### config.mk
export PLATFORM = sky130hd
export DESIGN_NAME = serial_command_line_matcher
export DESIGN_NICKNAME = d
export VERILOG_FILES = /design/src/sv/sclm_pkg.sv /design/src/sv/sclm_line_buf.sv /design/src/sv/sclm_cmd_match.sv /design/src/sv/serial_command_line_matcher.sv
export SDC_FILE = /design/constraint.sdc
export NUM_CORES = 1
export LEC_CHECK = 0
export BUFFER_PORTS_ARGS = -buffer_cell sky130_fd_sc_hd__buf_2
export CORE_ASPECT_RATIO = 0.9
export CORE_MARGIN = 5
export CORE_UTILIZATION = 45
export CTS_BUF_LIST = sky130_fd_sc_hd__clkbuf_2 sky130_fd_sc_hd__clkbuf_4 sky130_fd_sc_hd__clkbuf_8
export DETAILED_ROUTE_END_ITERATION = 7
export HOLD_SLACK_MARGIN = 0.08
export PLACE_DENSITY = 0.61
export SKIP_LAST_GASP = 1
export SYNTH_ARGS = -nofsm -noshare
export SYNTH_HDL_FRONTEND = slang
export SYNTH_SLANG_ARGS = --single-unit
### constraint.sdc
create_clock -name clk -period 4.45 [get_ports clk]
set_clock_uncertainty 0.15 [all_clocks]
set_input_delay 0.6675 -clock clk [delete_from_list [all_inputs] [get_ports clk]]
set_output_delay 0.6675 -clock clk [all_outputs]
set_load 0.02 [all_outputs]
### src/sv/sclm_pkg.sv
package sclm_pkg;

  localparam int BYTE_W = 8;
  localparam int WORD_W = 64;
  localparam int COUNT_W = 3;
  localparam int MASK_W = 6;
  localparam int CFG_INDEX_W = 4;

  localparam int LINE_LEN_DEFAULT = 8;
  localparam int NUM_COMMANDS_DEFAULT = 6;

  localparam logic [BYTE_W-1:0] DEFAULT_TERMINATOR = 8'h0D;
  localparam logic [BYTE_W-1:0] PRINT_LO = 8'h20;
  localparam logic [BYTE_W-1:0] PRINT_HI = 8'h7E;

  // Register indexes on the configuration port
  localparam logic [CFG_INDEX_W-1:0] REG_TERMINATOR = 4'd0;
  localparam logic [CFG_INDEX_W-1:0] REG_COMMAND_COUNT = 4'd1;
  localparam int REG_WORD_BASE = 2;

endpackage

### src/sv/sclm_line_buf.sv
module sclm_line_buf #(
  parameter int LINE_LEN = 8,
  parameter int POS_W = 3
) (
  input  logic                       clk,
  input  logic                       rst,
  input  logic                       char_wr,
  input  logic                       line_clear,
  input  logic [sclm_pkg::BYTE_W-1:0] char_in,
  output logic [sclm_pkg::BYTE_W-1:0] chars [LINE_LEN],
  output logic [POS_W-1:0]           pos
);
  import sclm_pkg::*;

  logic [POS_W-1:0] pos_next;

  always_comb begin
    pos_next = pos;
    if (line_clear) begin
      pos_next = '0;
    end else if (char_wr) begin
      // wrap once the last slot is written, so the line restarts empty
      if (pos == POS_W'(LINE_LEN - 1)) begin
        pos_next = '0;
      end else begin
        pos_next = pos + POS_W'(1);
      end
    end
  end

  always_ff @(posedge clk) begin
    if (rst) begin
      pos <= '0;
    end else begin
      pos <= pos_next;
    end
  end

  always_ff @(posedge clk) begin
    if (char_wr && !line_clear) begin
      chars[pos] <= char_in;
    end
  end

endmodule

### src/sv/sclm_cmd_match.sv
module sclm_cmd_match #(
  parameter int LINE_LEN = 8,
  parameter int NUM_COMMANDS = 6,
  parameter int POS_W = 3
) (
  input  logic [sclm_pkg::BYTE_W-1:0]  chars [LINE_LEN],
  input  logic [POS_W-1:0]            pos,
  input  logic [sclm_pkg::WORD_W-1:0]  words [NUM_COMMANDS],
  input  logic [sclm_pkg::COUNT_W-1:0] command_count,
  output logic [sclm_pkg::MASK_W-1:0]  mask
);
  import sclm_pkg::*;

  logic [NUM_COMMANDS-1:0] hit;

  // A word equals the line when its first pos bytes match the buffered chars
  // and its byte at pos is NUL; buffered chars are printable, so never NUL.
  always_comb begin
    logic ok;
    for (int i = 0; i < NUM_COMMANDS; i++) begin
      ok = (words[i][BYTE_W*int'(pos) +: BYTE_W] == '0);
      for (int k = 0; k < LINE_LEN; k++) begin
        if (k < int'(pos) && words[i][BYTE_W*k +: BYTE_W] != chars[k]) begin
          ok = 1'b0;
        end
      end
      hit[i] = ok && (command_count > COUNT_W'(i));
    end
  end

  always_comb begin
    mask = '0;
    mask[NUM_COMMANDS-1:0] = hit;
  end

endmodule

### src/sv/serial_command_line_matcher.sv
// Command line matcher for a serial receiver. One byte is taken per
// transaction on rx_byte, and a byte can be accepted in every clock cycle.
// Printable bytes build up a line of up to LINE_LEN-1 characters (the line
// restarts empty once LINE_LEN characters are written); the terminator byte
// compares the line against the first command_count command words
// combinationally and places the match mask in the output register,
// valid in the cycle after the terminator is accepted. A terminator is
// held off only while the output register still holds an untaken result;
// other bytes are always taken. Configuration writes are never held off
// and must be made while the block is idle.
module serial_command_line_matcher #(
  parameter int LINE_LEN = sclm_pkg::LINE_LEN_DEFAULT,
  parameter int NUM_COMMANDS = sclm_pkg::NUM_COMMANDS_DEFAULT
) (
  input  logic                            clk,
  input  logic                            rst,
  input  logic                            in_valid,
  output logic                            in_stall,
  input  logic [sclm_pkg::BYTE_W-1:0]      rx_byte,
  output logic                            out_valid,
  input  logic                            out_stall,
  output logic [sclm_pkg::MASK_W-1:0]      matched_mask,
  output logic                            any_match,
  input  logic                            cfg_valid,
  output logic                            cfg_ready,
  input  logic [sclm_pkg::CFG_INDEX_W-1:0] cfg_index,
  input  logic [sclm_pkg::WORD_W-1:0]      cfg_data
);
  import sclm_pkg::*;

  localparam int POS_W = (LINE_LEN > 1) ? $clog2(LINE_LEN) : 1;

  logic [BYTE_W-1:0]  terminator;
  logic [COUNT_W-1:0] command_count;
  logic [WORD_W-1:0]  words [NUM_COMMANDS];

  logic [BYTE_W-1:0]  chars [LINE_LEN];
  logic [POS_W-1:0]   pos;
  logic [MASK_W-1:0]  mask;

  logic in_accept;
  logic out_take;
  logic is_term;
  logic is_print;
  logic cfg_wr;

  assign cfg_ready = 1'b1;
  assign cfg_wr    = cfg_valid && cfg_ready;

  assign is_term   = (rx_byte == terminator);
  assign is_print  = (rx_byte >= PRINT_LO) && (rx_byte <= PRINT_HI);
  assign out_take  = out_valid && !out_stall;
  // only a terminator needs the output register
  assign in_stall  = out_valid && out_stall && is_term;
  assign in_accept = in_valid && !in_stall;

  always_ff @(posedge clk) begin
    if (rst) begin
      terminator    <= DEFAULT_TERMINATOR;
      command_count <= '0;
    end else if (cfg_wr) begin
      unique case (cfg_index)
        REG_TERMINATOR:    terminator    <= cfg_data[BYTE_W-1:0];
        REG_COMMAND_COUNT: command_count <= cfg_data[COUNT_W-1:0];
        default: ;
      endcase
    end
  end

  always_ff @(posedge clk) begin
    if (rst) begin
      for (int i = 0; i < NUM_COMMANDS; i++) begin
        words[i] <= '0;
      end
    end else if (cfg_wr) begin
      for (int i = 0; i < NUM_COMMANDS; i++) begin
        if (cfg_index == CFG_INDEX_W'(REG_WORD_BASE + i)) begin
          words[i] <= cfg_data;
        end
      end
    end
  end

  sclm_line_buf #(
    .LINE_LEN(LINE_LEN),
    .POS_W   (POS_W)
  ) u_line_buf (
    .clk       (clk),
    .rst       (rst),
    .char_wr   (in_accept && is_print),
    .line_clear(in_accept && is_term),
    .char_in   (rx_byte),
    .chars     (chars),
    .pos       (pos)
  );

  sclm_cmd_match #(
    .LINE_LEN    (LINE_LEN),
    .NUM_COMMANDS(NUM_COMMANDS),
    .POS_W       (POS_W)
  ) u_cmd_match (
    .chars        (chars),
    .pos          (pos),
    .words        (words),
    .command_count(command_count),
    .mask         (mask)
  );

  always_ff @(posedge clk) begin
    if (rst) begin
      out_valid <= 1'b0;
    end else if (in_accept && is_term) begin
      out_valid <= 1'b1;
    end else if (out_take) begin
      out_valid <= 1'b0;
    end
  end

  always_ff @(posedge clk) begin
    if (in_accept && is_term) begin
      matched_mask <= mask;
      any_match    <= (mask != '0);
    end
  end

`ifndef SYNTHESIS
  a_term_gives_result: assert property (@(posedge clk) disable iff (rst)
    in_accept && is_term |=> out_valid)
    else $error("terminator accepted but no result registered");

  a_term_clears_pos: assert property (@(posedge clk) disable iff (rst)
    in_accept && is_term |=> pos == '0)
    else $error("line position not cleared by terminator");

  a_char_advances: assert property (@(posedge clk) disable iff (rst)
    in_accept && is_print && !is_term && pos != POS_W'(LINE_LEN - 1)
    |=> pos == $past(pos) + POS_W'(1))
    else $error("line position did not advance on a printable byte");

  a_stall_needs_full: assert property (@(posedge clk) disable iff (rst)
    in_stall |-> out_valid && is_term)
    else $error("input stalled with the output register free");

  a_mask_range: assert property (@(posedge clk) disable iff (rst)
    out_valid |-> (matched_mask >> NUM_COMMANDS) == '0)
    else $error("mask bit set beyond the command slots");
`endif

endmodule
; Word-level counts from Yosys, hierarchy flattened
; Cells that the tools add are included.
[word_totals]
out_inout_bits = 10
reg_bits = 470
word_cells = 222
[op_classes]
reduce_logical = 78
muxes = 48
bitwise_logic = 1
n_addsub = 1
n_shift = 6
order_cmp = 17
n_eq_ne = 51
[op_table]
columns = operator, count
row1 = $shiftx 64x7->8, 6
row2 = $ne 8x8->1, 42
row3 = $bwmux 64, 1
row4 = $logic_and 1x1->1, 57
row5 = $logic_not 8->1, 6
row6 = $mux 1, 44
row7 = $demux 8 s3, 1
row8 = $eq 4x3->1 const B, 4
row9 = $reduce_and 2->1, 8
row10 = $lt 3x3->1 const A, 3
row11 = $eq 4x2->1 const B, 2
row12 = $eq 8x8->1, 1
row13 = $ge 8x6->1 const B, 1
row14 = $le 8x7->1 const B, 1
row15 = $mux 8, 1
row16 = $gt 3x1->1 const B, 2
row17 = $gt 3x2->1 const B, 2
row18 = $gt 3x3->1 const B, 2
row19 = $lt 1x3->1 const A, 2
row20 = $lt 2x3->1 const A, 2
row21 = $reduce_bool 6->1, 1
row22 = $eq 4x1->1 const B, 1
row23 = $ge 4x4->1 const B, 1
row24 = $logic_not 4->1, 1
row25 = 8 further kinds, 10

; Longest topological paths before layout
; Gate-level depths: netlist (run 1).
[logic_depth]
ltp_word = 11
ltp_mapped = 10
ltp_nobuf = 7

; Hierarchy
; A second synthesis (run 1) with hierarchy kept.
[hier_totals]
cells_unflattened = 2715
hier_area_um2 = 22242.6
[modules_own_cells]
columns = mod, seq_area_each_um2, area_per_inst_um2, cells_per_inst, n_inst
row1 = serial_command_line_matcher, 8137.8, 14005.9, 1761, 1
row2 = sclm_cmd_match, 0.0, 6098.3, 865, 1
row3 = sclm_line_buf, 1981.9, 2138.3, 89, 1

; Worst setup path before layout (run 1)
; No wires, ideal clock.
[synth_timing]
path_type = in2reg
start = input rx_byte[2] (netlist bit)
end = register u_line_buf.chars[10] (netlist bit) (enable)
setup_ns = 0.370
setup_slack_ns = 2.010
required_ns = 3.930
path_stages = 6
path_buffers = 0
t_arrival_ns = 1.920
cell_sequence = nand4_1 > o22ai_1 > or3b_2 > nor2_1 > nand2_1 > nor2_1
[synth_between]
elab_chain_cells = 7
[synth_rtl]
columns = element, line_no
row1 = start: declaration, serial_command_line_matcher.sv:19  ; input logic [sclm_pkg::BYTE_W-1:0] rx_byte,
row2 = branches (longest 6 deep; another with $ge 8x6->1), -
row3 = $logic_and 1x1->1 *, sclm_line_buf.sv:40  ; if (char_wr && !line_clear) begin
row4 = end signal: indexed assignment, sclm_line_buf.sv:41  ; chars[pos] <= char_in;
row5 = end: declaration, sclm_line_buf.sv:10  ; output logic [sclm_pkg::BYTE_W-1:0] chars [LINE_LEN],
; Every way passes the cells marked *.
; A chain may end at the register's enable or synchronous reset.

; Worst setup path after layout (run 1)
[layout_timing]
start = register u_line_buf.pos[0]
end = register any_match, data pin
[layout_between]
elab_chain_cells = 11
[layout_rtl]
columns = element, line_no
row1 = start: declaration, sclm_line_buf.sv:11  ; output logic [POS_W-1:0] pos
row2 = start signal: assignment, sclm_line_buf.sv:35  ; pos <= pos_next;
row3 = $shiftx 64x7->8 / $lt 1x3->1 (equally long branches), "sclm_cmd_match.sv:21, sclm_cmd_match.sv:23"
row4 = $logic_not 8->1 / $logic_and 1x1->1 (equally long branches), "sclm_cmd_match.sv:21, sclm_cmd_match.sv:23"
row5 = $mux 1 (6 in series), sclm_cmd_match.sv:23  ; if (k < int'(pos) && words[i][BYTE_W*k +: BYTE_W] != chars[k]) begin
row6 = $mux 1 *, sclm_cmd_match.sv:23
row7 = $logic_and 1x1->1 *, sclm_cmd_match.sv:27  ; hit[i] = ok && (command_count > COUNT_W'(i));
row8 = via mask[5], serial_command_line_matcher.sv:39  ; logic [MASK_W-1:0] mask;
row9 = $reduce_bool 6->1 *, serial_command_line_matcher.sv:122  ; any_match <= (mask != '0);
row10 = end signal: assignment, serial_command_line_matcher.sv:122
row11 = end: declaration, serial_command_line_matcher.sv:23  ; output logic any_match,
; Mark *: on every way through the listed nets, which the timed path passes. The rest lies on a longest branch.

==> run metrics, run 1 <==
number of H-tree levels=3; R2R Path End=any_match; hold_buf cts=1; min setup slack post-route=1.06 ns; core area=roughly 48000 µm²; R2R Path Start=u_line_buf.pos[0]; Post-CTS Resized=0; Design Power=8.99 mW; CTS tree=done; initial antenna violation count=2; PortBufs=89; largest net degree at the start of global routing=145; P_leak=8.14 nW; yosys warns=0; Layout Cells excl Fill=3338; post-placement worst setup slack=1.09 ns; First DRT Iteration DRCs=2168; RSZ-0062 raised after global routing=no; total grt overflow=0; worst rel slew slack=0.318; CTS buffer count=79; clk sinks=about 460; Stages on worst setup path=8; Power Dens Cells=~380 nW/µm²; Top Ports=91; reg2reg path depth=8; Fmax=around 290 MHz; Detailed Route WL=between 70000 and 80000 µm; slowest cell delay on critical path=0.89 ns; Finish-stage setup viols=0; Worst-Skew Late Latency=slightly below 0.7 ns; Cell Chain, Critical Path=buf_4 -> nor4b_1 -> nand2_1 -> o41ai_1 -> nand3_1 -> a2111oi_4 -> a221o_1 -> or4_1; Die X=between 200 and 250 µm; worst ir drop on vdd=0.237 mV; clk slew on worst S/H paths=0.06 ns; post-route ant nets=0; slowest CP cell=dfxtp_4; layout cells sized above 1=0.102; type of origin of the critical path=register; max cap viols=0; mean number of vias per cell=5.80; worst-path fanout max=54; Starting Density=0.453; GRT Util Overall=0.294; Post-Synthesis Net Count=~2700; status=finished clean; post-synthesis cell count=about 2700; Setup crit end kind=register; Period minus WS final=3.39 ns; number of synthesized flops with an enable pin=63; DP HPWL=54500 µm; number of synthesized register bits=462; clock buffer depth=3; Worst Setup EP=any_match; Die Area=52500 µm²; average size of a mapped cell=8.12 µm²; # DRC=0; final clock period utilization by the worst path=0.762; setup TNS=0 ns; Die Y=between 200 and 250 µm; worst hold slack=0.134 ns; area grow syn2layout=10.6%; post-CTS setup buffer count=0; crit path launch=u_line_buf.pos[0]; Slew @ Worst Pin=1.02 ns; Antenna Cells=0; Placed Cells=~3200; sequential share of the synthesized area=0.457; Worst Path Required=around 4.9 ns; flop-to-flop setup slack=1.06 ns; ys flop type=dfxtp_1; routed len/inst=23.6 µm; NumNets Final=between 2000 and 3000; DR pass1 iterations=6; max-slew violation count=0; GP Congestion=roughly 0.97; CP delay by family, top=compound AO/OA/AOI/OAI gates; worst path arrival time=3.79 ns; vias in the first global route=18400; mapped cell area=21600 µm²; via count=19400; post-synthesis cell type count=68; most frequent cells in the layout=793 x nand2_1, 416 x a21oi_1, 398 x dfxtp_1, 197 x xnor2_1, 147 x xor2_1; final hold violations=0; FILL cells=4572; cell row count=76; first-pass GRT wire length=118000 µm; clock tree root buffer cell=clkbuf_8; commonest non-fill, non-tap cell in the layout=nand2_1; worst min path class=in -> reg; WP buf/inv=1; kind of critical path=reg -> reg; post-synthesis async set-or-reset flop share=0
[flip-flops by register name, indices dropped and copies added, names as in the netlist]
register          flops
any_match             1
u_line_buf.chars     56
u_line_buf.pos        3
matched_mask          6
words               384
command_count         3
terminator            8
out_valid             1
[tightest hold or removal path, cell delays in order]
cell and delay (ns):
buf_2 0.14, nand2_1 0.06, a21oi_1 0.05
[cell families after synthesis]
group,count (synthesis),share of synthesized area
AND/OR/NAND/NOR,1107,0.220
flip-flops,462,0.457
AO/OA/AOI/OAI,518,0.131
XOR/XNOR,344,0.139
other,1,0.000173
buffers and inverters,212,0.0430
adder cells (fa/ha/maj),2,0.00116
multiplexers,17,0.00845
[synth_stat cells, types with 3 or more instances]
cell	count	area, µm²
a211o_1	3	26.3
a211oi_1	8	60.1
a21oi_1	416	2080
a31oi_1	18	113
and2_1	3	18.8
and3_1	4	25.0
buf_1	7	26.3
buf_2	65	325
buf_4	5	37.5
clkbuf_1	127	477
dfxtp_1	399	7990
edfxtp_1	63	1890
inv_1	3	11.3
mux2i_1	16	160
nand2_1	794	2980
nand3_1	10	50.1
nand3b_1	6	45.0
nand4_1	54	338
nand4b_1	5	43.8
nor2_1	79	297
nor3_1	45	225
nor3b_1	3	22.5
nor4_1	61	382
o2111ai_1	3	26.3
o21ai_0	21	105
o21ai_1	6	30.0
o22ai_1	6	37.5
o311ai_0	3	26.3
o31ai_1	5	37.5
o41ai_1	9	78.8
or3_1	9	56.3
or4_1	20	150
xnor2_1	197	1730
xor2_1	147	1290
[stage by stage]
stage	area, µm²	util
floorplan	21600	-
CTS	23900	0.501
detailed placement	22200	0.466
finish	23900	0.501
global placement	22200	0.466
global route	23900	0.501
[cell type report]
type / count / area (µm²) / share of cell area
multi-input combinational: 1989 / 10900 / 0.454
clock buffer: 113 / 1430 / 0.0598
timing repair buffer: 116 / 711 / 0.0297
sequential: 462 / 9880 / 0.413
inverter: 5 / 21.3 / 0.000889
tap: 624 / 781 / 0.0326
clock inverter: 29 / 236 / 0.00989
[power by group]
part | switching [mW] | internal, mW
Clock | 1.85 | 2.26
Combinational | 0.375 | 0.160
Sequential | 0.0785 | 4.28
[worst min-delay path by stage]
| stage | cells after the start | endpoint | from |
|---|---|---|---|
| 2_1_floorplan | 2 | words[317] | words[317] |
| 3_3_place_gp | 2 | words[314] | words[314] |
| 3_5_place_dp | 2 | words[314] | words[314] |
| 4_1_cts | 3 | words[231] | cfg_data[39] |
| 5_1_grt | 3 | words[183] | cfg_data[55] |
| 6_report | 3 | words[173] | cfg_data[45] |
[routing by layer]
metal / part of all wire / wire length, µm / track usage / up-vias
met5: 0.000089 / 7 / 0 / -
met4: 0.031 / 2430 / 0.0873 / 2
met3: 0.091 / 7190 / 0.0649 / 167
met2: 0.44 / 35000 / 0.449 / 947
met1: 0.43 / 34100 / 0.420 / 9299
li1: - / - / - / 8940
Note: power is estimated with default switching activity, not from simulation.
==> run 2, diff against run 1 <==
--- a/config.mk
+++ b/config.mk
@@ -12,7 +12,7 @@
 export CTS_BUF_LIST = sky130_fd_sc_hd__clkbuf_2 sky130_fd_sc_hd__clkbuf_4 sky130_fd_sc_hd__clkbuf_8
 export DETAILED_ROUTE_END_ITERATION = 7
 export HOLD_SLACK_MARGIN = 0.08
-export PLACE_DENSITY = 0.61
+export PLACE_DENSITY = 0.64
 export SKIP_LAST_GASP = 1
 export SYNTH_ARGS = -nofsm -noshare
 export SYNTH_HDL_FRONTEND = slang
==> constraint.sdc (replaced) <==
create_clock -name clk -period 3 [get_ports clk]
set_clock_uncertainty 0.15 [all_clocks]
set_input_delay 0.45 -clock clk [delete_from_list [all_inputs] [get_ports clk]]
set_output_delay 0.45 -clock clk [all_outputs]
set_load 0.02 [all_outputs]
==> run 2 against run 1 <==
Compared with the run above:
- the flow now finishes with violations (negative setup slack)
- global-route usage barely moved
- die area did not move
- routed wire length rose by 0.90%
- first-iteration DRC count rose by 6.4%
- hold slack got worse by 0.035 ns
- flip-flop and latch count did not move
- maximum frequency rose by 12%
- clock-buffer cell count rose by 14
- design area rose by 5.2%
- highest routed layer unchanged
==> run metrics, run 2 (synthesized netlist as in run 1, its figures left out) <==
clk sinks=462 (unchanged); Top Registers=words: 384 flops, u_line_buf.chars: 56 flops, terminator: 8 flops (unchanged); Die Y=218 µm (unchanged); Placed Area=22700 µm² (was 22200 µm²); hold_sp=rst (was cfg_data[45]); max cap viols=0 (unchanged); DP HPWL=54400 µm (was 54500 µm); failing checks=negative setup slack; post-route ant nets=0 (unchanged); RSZ-0062 raised after global routing=no (unchanged); slowest cell delay on critical path=0.71 ns (was 0.89 ns); most frequent cells in the layout=793 x nand2_1, 416 x a21oi_1, 398 x dfxtp_1, 197 x xnor2_1, 147 x xor2_1 (unchanged); total grt overflow=0 (unchanged); area of the multi-input gates=10900 µm² (about the same); R2R Path Start=u_line_buf.pos[0] (unchanged); first-pass GRT wire length=119000 µm (was 118000 µm); FILL cells=4410 (was 4572); NumNets Final=2852 (was 2736); clk slew on worst S/H paths=0.06 ns (about the same); Period minus WS final=3.04 ns (was 3.39 ns); worst path arrival time=3.41 ns (was 3.79 ns); DR pass1 iterations=5 (was 6); clock tree root buffer cell=clkbuf_8 (unchanged); slowest CP cell=o41ai_1 (was dfxtp_4); Core Util, Final=0.527 (was 0.501); Power Dens Cells=543 nW/µm² (was 376 nW/µm²); min setup slack post-route=-0.0352 ns (was 1.06 ns); worst min path class=in -> reg (unchanged); Finish-stage setup viols=1 (was 0); Starting Density=0.453 (unchanged); CTS buffer count=78 (was 79); GRT Util Overall=0.295 (was 0.294); mean number of vias per cell=5.82 (was 5.80); Die X=241 µm (unchanged); Top Ports=91 (unchanged); CTS tree=done (unchanged); initial antenna violation count=3 (was 2); cell row count=76 (unchanged); vias in the first global route=18800 (was 18400); routed len/inst=23.0 µm (was 23.6 µm); clock buffer depth=3 (unchanged); layout cells sized above 1=0.116 (was 0.102); Worst-Skew Late Latency=0.68 ns (about the same); crit path launch=u_line_buf.pos[0] (unchanged); final instance area=25200 µm² (was 23900 µm²); GP Congestion=1.02 (was 0.969); max reg flops=384 (unchanged); P_leak=8.75 nW (was 8.14 nW); setup TNS=-0.0352 ns (was 0 ns); Reg with most FFs=words (unchanged); type of origin of the critical path=register (unchanged); Cell Chain, Critical Path=buf_12 -> nor4b_1 -> nand2_1 -> o41ai_1 -> nand3_1 -> a2111oi_4 -> a221o_1 -> or4_1 (was buf_4 -> nor4b_1 -> nand2_1 -> o41ai_1 -> nand3_1 -> a2111oi_4 -> a221o_1 -> or4_1); worst-path fanout max=36 (was 54); largest net degree at the start of global routing=92 (was 145); final clock period utilization by the worst path=1.01 (was 0.762); Slew @ Worst Pin=0.867 ns (was 1.02 ns); commonest non-fill, non-tap cell in the layout=nand2_1 (unchanged); core area=47700 µm² (unchanged); max-slew violation count=0 (unchanged); Die Area=52500 µm² (unchanged); PortBufs=89 (unchanged); worst rel slew slack=0.415 (was 0.318); register area=9880 µm² (unchanged); kind of critical path=reg -> reg (unchanged); area grow syn2layout=16.4% (was 10.6%); # DRC=0 (unchanged); Detailed Route WL=79400 µm (was 78700 µm); Worst Path Required=3.38 ns (was 4.85 ns); worst ir drop on vdd=0.299 mV (was 0.237 mV); number of H-tree levels=3 (unchanged); via count=20100 (was 19400); First DRT Iteration DRCs=2307 (was 2168); final hold violations=0 (unchanged); Setup crit end kind=register (unchanged); status=finished, violations left (was finished clean); Fmax=329 MHz (was 295 MHz); Antenna Cells=0 (unchanged)
run 2: cell types whose count changed in the layout (fill, tap and decap cells not counted), sizes merged:
cell,delta
buf,+45
clkbuf,+14
clkinv,-12
clkinvlp,-2
dlygate4sd3,+72
inv,-2
run 2: power breakdown:
group / leakage (nW) / switching, mW / total, mW / internal, mW
Clock: 0.922 / 2.70 / 6.29 / 3.59
Sequential: 3.80 / 0.0978 / 6.44 / 6.34
Combinational: 4.03 / 0.607 / 0.938 / 0.331
Total: 8.75 / 3.40 / 13.7 / 10.3
run 2: area by class of cell:
| class | count | area share |
|---|---|---|
| multi-input cells | 1989 | 0.432 |
| clock inverters | 13 | 0.00597 |
| flip-flops and latches | 462 | 0.393 |
| well taps | 624 | 0.0310 |
| inverters | 5 | 0.000845 |
| clock buffers | 127 | 0.0627 |
| repair buffers | 233 | 0.0743 |
run 2: per-stage QoR:
stage               instances  setup WS [ns]  hold slack, ns  power (mW)
finish                   3453        -0.0352          0.0997        13.7
global route             3453         0.0234           0.120        14.1
CTS                      3453        0.00449          0.0863        13.7
detailed placement       3240         -0.101           0.295        7.41
global placement         3240         -0.134           0.292        7.40
floorplan                2663          0.642           0.281        6.98
run 2: final timing paths:
path / to / slack (ns) / cells after the start
setup / recovery: any_match / -0.04 / 8
hold / removal: words[97] / 0.1 / 2
setup reg to reg: any_match / -0.04 / 8
hold reg to reg: words[187] / 0.30 / 2
run 2: repair_timing:
| action | CTS | global route |
|---|---|---|
| setup buffers | 0 | 0 |
| setup endpoints to repair | 1 | 2 |
| gates cloned | 0 | 0 |
| hold buffers | 73 | 0 |
| gates resized for setup | 1 | 3 |
| endpoints found under the hold margin | 413 | 0 |
run 2: critical path: cells and delay by family (launching register included):
kind                   cells  cell delay (ns)
AO/OA/AOI/OAI              3             1.24
buffers and inverters      1             0.26
flip-flops                 1             0.46
AND/OR/NAND/NOR            4             0.75
run 2: layer usage:
metal,part of all wire,wire (µm),up-vias,track usage
li1,-,-,9184,-
met1,0.44,34900,9805,0.429
met2,0.44,35300,971,0.447
met3,0.088,7030,139,0.0565
met4,0.029,2280,2,0.0857
met5,0.00016,13,-,0
